`src/hw/rtl/vvtp_pkg.sv`:
```
package vvtp_pkg;

   localparam int COORD_FRAC_BITS = 16;
   localparam int TRIG_BITS = 18;

   localparam int COEF_W = TRIG_BITS + 2;
   localparam int PROD_W = COEF_W + 32;
   localparam int SUM_W = PROD_W + 2;
   localparam int CRD_W = SUM_W - TRIG_BITS + 2;
   localparam int T_W = CRD_W + 2;
   localparam int MP_W = T_W + 14;
   localparam int NUM_W = MP_W + 2;
   localparam int DIV_W = NUM_W + 2;
   localparam int Q_W = 16;

   localparam int FIFO_DEPTH = 4;
   localparam int FIFO_AW = $clog2(FIFO_DEPTH);

   localparam logic signed [CRD_W-1:0] NEG_LIMIT =
      CRD_W'(-(((1 << COORD_FRAC_BITS) + 50) / 100));
   localparam logic signed [SUM_W-1:0] SUM_RND = SUM_W'(1 << (TRIG_BITS - 1));
   localparam logic signed [COEF_W-1:0] COEF_ONE = COEF_W'(1 << TRIG_BITS);

   localparam logic [31:0] POLY_C1 = 32'd1686629713;
   localparam logic [31:0] POLY_C3 = 32'd693598669;
   localparam logic [31:0] POLY_C5 = 32'd85569307;
   localparam logic [31:0] POLY_C7 = 32'd5026995;
   localparam logic [31:0] POLY_C9 = 32'd172273;

   localparam logic signed [15:0] SCREEN_MAX = 16'sh7FFF;
   localparam logic signed [15:0] SCREEN_MIN = 16'sh8000;

   typedef logic signed [COEF_W-1:0] coef_type;
   typedef coef_type coef_set_type [8];

   typedef enum logic [2:0] {
      REG_YAW    = 3'd0,
      REG_PITCH  = 3'd1,
      REG_ZOOM   = 3'd2,
      REG_WIDTH  = 3'd3,
      REG_HEIGHT = 3'd4
   } reg_index_type;

   typedef enum logic [2:0] {
      CS_IDLE,
      CS_LOAD,
      CS_SINE_MUL,
      CS_SINE_ACC,
      CS_CROSS_MUL,
      CS_CROSS_ACC
   } coef_state_type;

   typedef struct packed {
      logic                    visible;
      logic signed [NUM_W-1:0] num_x;
      logic signed [NUM_W-1:0] num_y;
      logic signed [NUM_W-1:0] den;
   } work_type;

   function automatic logic [31:0] poly_coef(input logic [2:0] step);
      logic [31:0] c;
      case (step)
         3'd1: c = POLY_C7;
         3'd2: c = POLY_C5;
         3'd3: c = POLY_C3;
         3'd4: c = POLY_C1;
         default: c = POLY_C9;
      endcase
      return c;
   endfunction

endpackage

```
`src/hw/rtl/vvtp_queue.sv`:
```
module vvtp_queue (
   input  logic               clock,
   input  logic               reset,
   input  logic               push,
   input  vvtp_pkg::work_type push_data,
   output logic               full,
   input  logic               pop,
   output vvtp_pkg::work_type pop_data,
   output logic               empty
);
   import vvtp_pkg::*;

   work_type           mem_ff [FIFO_DEPTH];
   logic [FIFO_AW-1:0] wr_ptr_ff, rd_ptr_ff;
   logic [FIFO_AW:0]   count_ff;

   assign full = (count_ff == (FIFO_AW + 1)'(FIFO_DEPTH));
   assign empty = (count_ff == '0);
   assign pop_data = mem_ff[rd_ptr_ff];

   always_ff @(posedge clock) begin
      if (reset) begin
         wr_ptr_ff <= '0;
         rd_ptr_ff <= '0;
         count_ff <= '0;
      end else begin
         if (push) begin
            wr_ptr_ff <= wr_ptr_ff + 1'b1;
         end
         if (pop) begin
            rd_ptr_ff <= rd_ptr_ff + 1'b1;
         end
         if (push && !pop) begin
            count_ff <= count_ff + 1'b1;
         end else if (pop && !push) begin
            count_ff <= count_ff - 1'b1;
         end
      end
   end

   always_ff @(posedge clock) begin
      if (push) begin
         mem_ff[wr_ptr_ff] <= push_data;
      end
   end

endmodule

```
`config.mk`:
```
export PLATFORM = sky130hd
export DESIGN_NAME = vvtp_queue
export DESIGN_NICKNAME = d
export VERILOG_FILES = /design/src/hw/rtl/vvtp_pkg.sv /design/src/hw/rtl/vvtp_queue.sv
export SDC_FILE = /design/constraint.sdc
export NUM_CORES = 1
export LEC_CHECK = 0
export BUFFER_PORTS_ARGS = -buffer_cell sky130_fd_sc_hd__buf_2
export CAP_MARGIN = 20
export CORE_ASPECT_RATIO = 0.5
export CORE_MARGIN = 2
export CORE_UTILIZATION = 41
export DETAILED_ROUTE_END_ITERATION = 7
export HOLD_SLACK_MARGIN = 0.05
export PLACE_DENSITY_LB_ADDON = 0.15
export SLEW_MARGIN = 20
export SYNTH_ARGS = -nofsm -noshare
export SYNTH_HDL_FRONTEND = slang
export SYNTH_SLANG_ARGS = --single-unit
```
`constraint.sdc`:
```
create_clock -name clock -period 6.79 [get_ports clock]
set_input_delay 0.679 -clock clock [delete_from_list [all_inputs] [get_ports clock]]
set_output_delay 0.679 -clock clock [all_outputs]
set_load 0.01 [all_outputs]
```
==> results.tsv <==
metric	value	unit
final core utilization	0.493	
# hold bufs at CTS	0	
multi-input logic area	4050	um2
Tcrit/Tclk final	0.548	
hold path startpoint	push_data[20]	
Initial Utilization	0.417	
IR Drop Worst-Case VDD	0.174	mV
hold endpoint	mem_ff[2][20]$_DFFE_PP_	
Resize count post-CTS	0	
DRT Wirelength	49400	um
Die ar.	62600	um2
Synth Warn #	0	
filler cell count	4783	
cell area after layout	29400	um2
top cells by area, synth	edfxtp_1 82%, mux4_2 15%, dfxtp_1 0.73%	
DPL Wire Length	28000	um
share of the synthesized area in the top cell type	0.818	
critical path class	register to primary output	
gr ovfl total	0	
CTS tree	built	
Net Count, Synth	1106	
LEAKAGE	9.68	nW
Die X	352	um
crit-path cells	buf_12 -> mux4_2 -> buf_2	
Clock Skews	13.9	ps
Synth area leader	edfxtp_1	
global-route wire length before repair	73000	um
Final Hold Viols	0	
Post-Layout Cell Count	2162	
post-synthesis sequential area ratio	0.826	
DP Area	27400	um2
crit path time final	3720	ps
vias in the first global route	11660	
GR Util All Layers	0.158	
Max-Cap Viols	0	
H-tree Lvls	2	
Worst R2R Path Depth	3	
core area	59500	um2
Cells after Synth	927	
Max Clock Freq	0.269	GHz
largest net degree at the start of global routing	149	
share of cells above drive strength 1	0.448	
CTS buffer count	59	
detail-routed via count per cell	4.98	
Seq cells post-synth	685	
GP Congestion	0.710	
Pwr Density	313	nW/um2
Via Count	10765	
DRC viols	0	
reg-to-reg critical path startpoint	wr_ptr_ff[0]$_SDFFE_PP0P_	
Root Buffer	clkbuf_16	
crit end category	primary output	
relative slew slack	0.270	
hold crit path type	primary input to register	
Die H	178	um
final setup TNS	0	ps
Max stage delay on crit path	980	ps
Avg Synthesized Cell Area	26.8	um2
Required @ worst endpoint	6110	ps
Hold Crit Depth	1	
RSZ-0062 raised after global routing	no	
Initial DRT Pass Iterations	6	
drt initial violations	618	
Slew @ Worst Pin	1090	ps
final setup violating endpoints	0	
clk buf depth	3	
clk slew on worst S/H paths	70	ps
dpl cells	2050	
status	finished clean	
Rows	63	
average wire per standard cell	22.8	um
Post-Syn Area	24800	um2
Worst EP arrival	3040	ps
number of I/O pins	344	
Worst-Skew Late Latency	600	ps
P&R area growth vs syn	18.4	%
Port Buffers	343	
Worst path slowest cell	dfxtp_4	
count of nets after finishing	1478	
Reg area	20500	um2
DRT antenna net count	0	
CTS sink count	685	
antenna violations before repair	4	
crit-path max FO	77	
type of origin of the critical path	register	
post-CTS setup buffers	0	
Slew Viols, Final	0	
FF-to-FF End	mem_ff[1][48]$_DFFE_PP_	
flop-to-flop setup slack	4290	ps
Netlist cell types	20	
==> area by class of cell <==
class / instances / area share
well taps: 812 / 0.0346
inverters: 4 / 0.000511
clock buffers: 83 / 0.0558
repair buffers: 350 / 0.0632
flip-flops and latches: 685 / 0.698
diodes: 4 / 0.000341
multi-input cells: 199 / 0.138
clock inverters: 25 / 0.00997
==> layer usage <==
metal  global-route usage  up-vias  wire length (um)  part of all wire
li1                     -     4770                 -                 -
met1                0.189     5770             19100              0.39
met2                0.291      151             27800              0.56
met3               0.0288       74              1660             0.034
met4               0.0447        0               906             0.018
met5                    0        -                 0                 0
==> report_power, final <==
group	total [W]	switching, W	internal (W)	leakage (nW)
logic	0.000859	0.000470	0.000388	2.46
registers	0.00492	0.0000605	0.00486	6.28
clock network	0.00340	0.00146	0.00194	0.936
==> sequential cells by signal (all words and copies together) (netlist names), named ones only <==
name,flops
count_ff,3
wr_ptr_ff,2
rd_ptr_ff,2
mem_ff,676
==> worst max path at each step <==
stage                        start  slack (ps)                endpoint
after CTS                 register        2880            pop_data[53]
after global placement    register        3550            pop_data[91]
after floorplan               push        1720  mem_ff[0][0]$_DFFE_PP_
final                     register        3070           pop_data[100]
after detailed placement  register        3550            pop_data[53]
after global routing      register        2760            pop_data[91]
==> placed cells by master (no fill, tap or decap), types with 3 or more instances in the layout <==
master and n:
and2_4 4, buf_12 7, buf_2 343, bufinv_16 7, clkbuf_1 19, clkbuf_16 61, clkbuf_8 3, clkinv_1 11
clkinv_2 5, dfxtp_1 7, diode_2 4, edfxtp_1 676, ha_1 5, inv_1 4, mux4_2 169, nor2_1 7
xor2_1 3
==> worst max-delay path, delay by kind of cell, from the launching register on <==
family	cells	cell delay (ps)
buf+inv	2	760
mux	1	600
flops	1	980
==> synth_stat cells (all sizes together) <==
master    n
edfxtp  676
dfxtp     9
nor3      1
mux4    169
nand2     1
a21oi     1
buf      32
clkbuf    7
o21ai     1
xor2      3
nor3b     1
mux2i     2
and2      4
xnor2     2
nor2      7
fa        1
ha        5
or3       1
inv       4
==> kinds of logic after synthesis <==
family,share of synthesized area
flops,0.826
xor+xnor,0.00177
buf+inv,0.0117
mux,0.154
fa+ha+maj,0.00333
compound gates,0.000403
simple gates,0.00298
==> per-stage QoR <==
step                      hold WS [ps]  total power (W)  setup slack [ps]
after CTS                          243          0.00933              2880
after floorplan                    466          0.00554              1720
after global routing               253          0.00952              2760
after detailed placement           508          0.00591              3550
final                              290          0.00918              3070
after global placement             478          0.00588              3550
Note: power is estimated with default switching activity, not from simulation.
