--- config.mk ---
export PLATFORM = sky130hd
export DESIGN_NAME = vvtp_coef
export DESIGN_NICKNAME = d
export VERILOG_FILES = /design/src/hw/rtl/vvtp_pkg.sv /design/src/hw/rtl/vvtp_coef.sv
export SDC_FILE = /design/constraint.sdc
export NUM_CORES = 2
export LEC_CHECK = 0
export ABC_AREA = 1
export BUFFER_PORTS_ARGS = -buffer_cell sky130_fd_sc_hd__buf_2
export CAP_MARGIN = 25
export CORE_ASPECT_RATIO = 1.5
export CORE_MARGIN = 3
export CORE_UTILIZATION = 39
export DETAILED_ROUTE_END_ITERATION = 8
export GPL_ROUTABILITY_DRIVEN = 0
export SYNTH_ARGS = -nofsm -noshare
export SYNTH_HDL_FRONTEND = slang
export SYNTH_SLANG_ARGS = --single-unit
--- constraint.sdc ---
create_clock -name clock -period 11.8 [get_ports clock]
set_input_delay 0 -clock clock [delete_from_list [all_inputs] [get_ports clock]]
set_output_delay 0 -clock clock [all_outputs]
set_load 0.01 [all_outputs]
--- src/hw/rtl/vvtp_pkg.sv ---
package vvtp_pkg;

   localparam int COORD_FRAC_BITS = 16;
   localparam int TRIG_BITS = 18;

   localparam int COEF_W = TRIG_BITS + 2;
   localparam int PROD_W = COEF_W + 32;
   localparam int SUM_W = PROD_W + 2;
   localparam int CRD_W = SUM_W - TRIG_BITS + 2;
   localparam int T_W = CRD_W + 2;
   localparam int MP_W = T_W + 14;
   localparam int NUM_W = MP_W + 2;
   localparam int DIV_W = NUM_W + 2;
   localparam int Q_W = 16;

   localparam int FIFO_DEPTH = 4;
   localparam int FIFO_AW = $clog2(FIFO_DEPTH);

   localparam logic signed [CRD_W-1:0] NEG_LIMIT =
      CRD_W'(-(((1 << COORD_FRAC_BITS) + 50) / 100));
   localparam logic signed [SUM_W-1:0] SUM_RND = SUM_W'(1 << (TRIG_BITS - 1));
   localparam logic signed [COEF_W-1:0] COEF_ONE = COEF_W'(1 << TRIG_BITS);

   localparam logic [31:0] POLY_C1 = 32'd1686629713;
   localparam logic [31:0] POLY_C3 = 32'd693598669;
   localparam logic [31:0] POLY_C5 = 32'd85569307;
   localparam logic [31:0] POLY_C7 = 32'd5026995;
   localparam logic [31:0] POLY_C9 = 32'd172273;

   localparam logic signed [15:0] SCREEN_MAX = 16'sh7FFF;
   localparam logic signed [15:0] SCREEN_MIN = 16'sh8000;

   typedef logic signed [COEF_W-1:0] coef_type;
   typedef coef_type coef_set_type [8];

   typedef enum logic [2:0] {
      REG_YAW    = 3'd0,
      REG_PITCH  = 3'd1,
      REG_ZOOM   = 3'd2,
      REG_WIDTH  = 3'd3,
      REG_HEIGHT = 3'd4
   } reg_index_type;

   typedef enum logic [2:0] {
      CS_IDLE,
      CS_LOAD,
      CS_SINE_MUL,
      CS_SINE_ACC,
      CS_CROSS_MUL,
      CS_CROSS_ACC
   } coef_state_type;

   typedef struct packed {
      logic                    visible;
      logic signed [NUM_W-1:0] num_x;
      logic signed [NUM_W-1:0] num_y;
      logic signed [NUM_W-1:0] den;
   } work_type;

   function automatic logic [31:0] poly_coef(input logic [2:0] step);
      logic [31:0] c;
      case (step)
         3'd1: c = POLY_C7;
         3'd2: c = POLY_C5;
         3'd3: c = POLY_C3;
         3'd4: c = POLY_C1;
         default: c = POLY_C9;
      endcase
      return c;
   endfunction

endpackage

--- src/hw/rtl/vvtp_coef.sv ---
module vvtp_coef (
   input  logic                  clock,
   input  logic                  reset,
   input  logic                  csr_we,
   input  logic [2:0]            csr_index,
   input  logic [31:0]           csr_wdata,
   output logic                  busy,
   output vvtp_pkg::coef_set_type coef
);
   import vvtp_pkg::*;

   localparam logic [2:0] LAST_STEP = 3'd5;
   localparam logic [31:0] Q30_ONE = 32'h4000_0000;
   localparam logic [31:0] TRIG_RND = 32'(1 << (29 - TRIG_BITS));
   localparam logic signed [65:0] CROSS_RND = 66'(1 << (TRIG_BITS - 1));

   coef_state_type state_ff, state_in;
   logic [15:0] yaw_ff;
   logic [14:0] pitch_ff;
   logic [1:0]  idx_ff;
   logic [2:0]  step_ff;
   logic [30:0] t_ff;
   logic [31:0] t2_ff;
   logic [31:0] h_ff;
   logic        neg_ff;
   logic signed [65:0] prod_ff;
   coef_type    sine_ff [4];
   coef_set_type coef_ff;

   logic        start;
   logic [15:0] pitch_ext;
   logic [15:0] angle;
   logic [14:0] arg;
   logic signed [32:0] op_a;
   logic signed [32:0] op_b;
   logic [31:0] p_hi;
   logic [31:0] v_clamp;
   logic [31:0] m_round;
   coef_type    sine_mag;
   coef_type    sine_new;
   logic signed [65:0] cross_wide;
   coef_type    cross_new;

   assign start = csr_we && (csr_index == REG_YAW || csr_index == REG_PITCH);
   assign busy = (state_ff != CS_IDLE);
   assign coef = coef_ff;

   always_comb begin
      pitch_ext = {pitch_ff[14], pitch_ff};
      case (idx_ff)
         2'd0: angle = yaw_ff;
         2'd1: angle = yaw_ff + 16'd16384;
         2'd2: angle = pitch_ext;
         default: angle = pitch_ext + 16'd16384;
      endcase
      arg = angle[14] ? (15'd16384 - {1'b0, angle[13:0]}) : {1'b0, angle[13:0]};
      if (state_ff == CS_CROSS_MUL) begin
         op_a = 33'(sine_ff[{1'b1, idx_ff[1]}]);
         op_b = 33'(sine_ff[{1'b0, idx_ff[0]}]);
      end else begin
         case (step_ff)
            3'd0: begin
               op_a = $signed({2'b00, t_ff});
               op_b = $signed({2'b00, t_ff});
            end
            LAST_STEP: begin
               op_a = $signed({2'b00, t_ff});
               op_b = $signed({1'b0, h_ff});
            end
            default: begin
               op_a = $signed({1'b0, t2_ff});
               op_b = $signed({1'b0, h_ff});
            end
         endcase
      end
      p_hi = prod_ff[61:30];
      v_clamp = (p_hi > Q30_ONE) ? Q30_ONE : p_hi;
      m_round = (v_clamp + TRIG_RND) >> (30 - TRIG_BITS);
      sine_mag = COEF_W'(m_round);
      sine_new = neg_ff ? -sine_mag : sine_mag;
      cross_wide = (prod_ff + CROSS_RND) >>> TRIG_BITS;
      cross_new = COEF_W'(cross_wide);
   end

   always_comb begin
      state_in = state_ff;
      case (state_ff)
         CS_IDLE: state_in = CS_IDLE;
         CS_LOAD: state_in = CS_SINE_MUL;
         CS_SINE_MUL: state_in = CS_SINE_ACC;
         CS_SINE_ACC: begin
            if (step_ff != LAST_STEP) begin
               state_in = CS_SINE_MUL;
            end else if (idx_ff == 2'd3) begin
               state_in = CS_CROSS_MUL;
            end else begin
               state_in = CS_LOAD;
            end
         end
         CS_CROSS_MUL: state_in = CS_CROSS_ACC;
         CS_CROSS_ACC: state_in = (idx_ff == 2'd3) ? CS_IDLE : CS_CROSS_MUL;
         default: state_in = CS_IDLE;
      endcase
      if (start) begin
         state_in = CS_LOAD;
      end
   end

   always_ff @(posedge clock) begin
      if (reset) begin
         state_ff <= CS_IDLE;
         yaw_ff <= '0;
         pitch_ff <= '0;
         idx_ff <= '0;
         step_ff <= '0;
         coef_ff[0] <= COEF_ONE;
         coef_ff[1] <= '0;
         coef_ff[2] <= '0;
         coef_ff[3] <= COEF_ONE;
         coef_ff[4] <= '0;
         coef_ff[5] <= '0;
         coef_ff[6] <= '0;
         coef_ff[7] <= COEF_ONE;
      end else begin
         state_ff <= state_in;
         if (csr_we && csr_index == REG_YAW) begin
            yaw_ff <= csr_wdata[15:0];
         end
         if (csr_we && csr_index == REG_PITCH) begin
            pitch_ff <= csr_wdata[14:0];
         end
         if (start) begin
            idx_ff <= '0;
         end else if (state_ff == CS_SINE_ACC && step_ff == LAST_STEP) begin
            idx_ff <= idx_ff + 2'd1;
         end else if (state_ff == CS_CROSS_ACC) begin
            idx_ff <= idx_ff + 2'd1;
         end
         if (state_ff == CS_LOAD) begin
            step_ff <= '0;
         end else if (state_ff == CS_SINE_ACC && step_ff != LAST_STEP) begin
            step_ff <= step_ff + 3'd1;
         end
         if (state_ff == CS_CROSS_ACC && !start) begin
            case (idx_ff)
               2'd0: coef_ff[2] <= cross_new;
               2'd1: coef_ff[4] <= cross_new;
               2'd2: coef_ff[5] <= cross_new;
               default: begin
                  coef_ff[7] <= cross_new;
                  coef_ff[0] <= sine_ff[1];
                  coef_ff[1] <= -sine_ff[0];
                  coef_ff[3] <= sine_ff[3];
                  coef_ff[6] <= -sine_ff[2];
               end
            endcase
         end
      end
   end

   always_ff @(posedge clock) begin
      if (state_ff == CS_LOAD) begin
         t_ff <= {arg, 16'd0};
         neg_ff <= angle[15];
      end
      if (state_ff == CS_SINE_MUL || state_ff == CS_CROSS_MUL) begin
         prod_ff <= op_a * op_b;
      end
      if (state_ff == CS_SINE_ACC) begin
         case (step_ff)
            3'd0: begin
               t2_ff <= p_hi;
               h_ff <= poly_coef(step_ff);
            end
            LAST_STEP: sine_ff[idx_ff] <= sine_new;
            default: h_ff <= poly_coef(step_ff) - p_hi;
         endcase
      end
   end

endmodule

==> metrics list <==
- Result of the run: finished, final reports clean
- Worst Tran Pin Value: approximately 1100 ps
- Total wire length: 208 mm
* Max Fanout on Critical Path: 28
- Count of state elements after synthesis: a little over 400
- Final Worst Setup Slack: 1380 ps
- Worst Setup End Kind: flip-flop
- Average wire per standard cell: approximately 24 um
- After legalization and detailed placement, the total HPWL measured 163 mm.
- The die is 472 um tall.
* Number of iterations in the first detailed-routing pass: 6
- For this run, the top clock speed supported by timing is around 0.096 GHz.
- After clock tree synthesis, the clock-pin slew on the worst setup and hold paths is 60 ps.
* Count of boundary I/O pins: 199
- Length of routed met3 wiring: 15.9 mm
- Max clock buf depth: 3
* CTS buffer count: 45
- Share of layout cells above drive strength 1: 0.0744
- When the netlist entered floorplanning its net count stood at 8029.
- After global routing the overflow that remains totals 0.
* Number of buffer and inverter stages on the critical path: 7
- Maximum Capacitance Violations: 0
- Largest delay share family, worst path: adder cells
* Latest clock arrival within the worst-skew pair: approximately 600 ps
- Relative to the synthesized area, the layout overhead comes to 9.79%.
- The detailed router finished its first iteration with between 3000 and 4000 violations.
- Synth area leader: fa_1
- For this run, the leading register cell type out of synthesis is edfxtp_1.
* Top cells by area, synth: fa_1 (39%), edfxtp_1 (11%), inv_1 (10%)
* Largest net degree at the start of global routing: 87
- Number of DRC violations after detailed routing: 0
- CTS-repair resized insts: 0
- TritonCTS clock tree: yes
* CTS Root Cell: clkbuf_16
* Net count, final: ~8200
* Via count of the first global-routing pass: 49400
- After detailed routing, the wire length on met1 is 68.3 mm.
- Of the synthesized area, sequential elements account for 0.180.
- The detailed router placed 46900 vias in this run.
- Counting cells, the worst reg-to-reg path comes to 30.
- Maximum cell stage delay along the critical path: 790 ps
* Num Clock Sinks: between 400 and 500
* Warnings from Yosys: 0
- Max Clock Skew: 18.6 ps
- After synthesis, the mean cell area works out to 8.49 um^2.
* Final Max Slew Viols: 0
* Power Density: 132 nW/um^2
* Crit path depth: 30
- STA puts the critical path data arrival time at 10750 ps.
- After floorplanning, the core was sized to cover 143000 um^2.
- First-pass GRT wire length: 306 mm
* Hold depth: 4
- Initial core utilization: 0.394
* Netlist cell types: between 60 and 70
- The count of nets left with antenna violations once routing finished came out at 0.
- After layout, the minimum clock period comes to 10420 ps.
- Data required time of the worst path: between 10000 and 15000 ps
* Quantity of I/O buffers inserted on ports: between 150 and 200
* Master of the slowest instance on the critical path: a31oi_4
* Die Footprint: around 150000 um^2
* Period utilisation layout: 0.883
* Area of the mapped netlist: between 50000 and 60000 um^2
- Startpoint kind of the worst setup timing path: flip-flop
- VDD sags by at most approximately 0.26 mV.
* Standby leakage power: between 30 and 40 nW
- Yosys mapped a number of flops with a built-in enable equal to 205.
- Routed signal wires occupy layers up through met5.
- Number of cell rows: 170
- Adding up every negative setup slack in the final design gives 0 ps.
- In this run the tightest slew margin relative to its limit is 0.229.
- Prior to clock tree synthesis, the placed netlist has a worst setup slack of between 1500 and 2000 ps.
* Post-synthesis instance total: roughly 6600
- Vias per Instance: 5.37
- In this run the worst hold path is classified as in -> reg.
- Final hold analysis gives a worst-case slack of 254 ps.
* Yosys top cell area share: 0.390
- Width of the die: between 300 and 400 um
* Most numerous cell on the critical path: fa_1
- The setup path with the least slack is of type reg -> reg.
* Clock H-tree levels: 2
- Summed over all nets, wire length on met2 after detailed routing comes to 101 mm.
* Number of antenna violations at the first check in global routing: 8
- Proportion of synthesized flip-flops having asynchronous set or reset: 0
* Final setup viols: 0
- The final hold violation count is 0.
- Across every metal layer, demand over resource in global routing totals 0.279.
- Unrepaired setup endpoints after global routing: false
cell families after synthesis:
logic type	count (synthesis)	share of synthesized area
AO/OA/AOI/OAI	695	0.0705
flip-flops	406	0.180
XOR/XNOR	149	0.0232
buffers and inverters	1841	0.123
adder cells (fa/ha/maj)	1344	0.444
AND/OR/NAND/NOR	2200	0.156
multiplexers	12	0.00213
stage by stage:
| step | utilization | instance area, um^2 | total power [mW] | cells |
|---|---|---|---|---|
| detailed placement | 0.418 | 60000 | 6.62 | 8596 |
| global placement | 0.417 | 59800 | 6.62 | 8589 |
| floorplan | - | 56500 | 4.80 | 6647 |
| finish | 0.432 | 62000 | 8.18 | 8737 |
| CTS | 0.432 | 61900 | 8.07 | 8729 |
| global route | 0.432 | 62000 | 8.62 | 8733 |
synthesized netlist by cell type, types with 71 or more instances:
| cell type | count |
|---|---|
| a21oi_1 | 223 |
| clkbuf_1 | 224 |
| xor2_1 | 102 |
| inv_1 | 1547 |
| nand2_1 | 1067 |
| nor2_1 | 858 |
| edfxtp_1 | 205 |
| o21bai_1 | 71 |
| fa_1 | 1100 |
| ha_1 | 244 |
| dfxtp_1 | 201 |
| o21ai_0 | 273 |
| nand3_1 | 145 |
path summary, 6_finish.rpt:
kind | startpoint | to | slack [ps]
max | step_ff[0] | prod_ff[52] | 1380
min | csr_wdata[15] | yaw_ff[15] | 250
max reg2reg | step_ff[0] | prod_ff[52] | 1380
min reg2reg | prod_ff[37] | t2_ff[7] | 450
final cells by class:
class	instances	area (um^2)
clock inverter	23	178
sequential	406	10200
fill	14200	81400
tap	1892	2370
timing repair buffer	381	2630
clock buffer	61	1290
antenna	4	10.0
inverter	1570	5900
multi-input combinational	4400	39400
tightest hold or removal path, cell delays in order:
cell           delay, ps
dlygate4sd3_1        520
buf_2                 90
o21ai_0               70
a21oi_1              120
cell usage in the layout (no fill, tap or decap), types with 71 or more instances in the layout:
cell type,n
inv_1,1543
fa_1,1100
nand2_1,1065
nor2_1,848
o21ai_0,262
ha_1,244
a21oi_1,223
edfxtp_1,205
dfxtp_1,201
buf_2,182
nand3_1,145
buf_4,140
xor2_1,102
o21bai_1,71
report_power, final:
part	leakage, nW	internal (mW)	switching (mW)
combinational	26.9	1.68	3.32
clock	0.735	0.799	0.611
sequential	3.50	1.68	0.0872
sequential cells by signal, summed over array words and instances (netlist names), named ones only:
register,cells
yaw_ff,16
t_ff,15
idx_ff,2
pitch_ff,15
coef,160
sine_ff,80
prod_ff,45
h_ff,32
t2_ff,32
state_ff,3
neg_ff,1
step_ff,3
per-layer routing:
layer	global-route usage	vias up
met3	0.0457	924
li1	-	20100
met2	0.473	2312
met1	0.301	23600
met4	0.243	6
met5	0	-
repair_timing:
item                                   CTS  global route
endpoints found under the hold margin   45             0
hold buffers                            49             0
buffers inserted                         0             0
(Power assumes the default switching activity.)
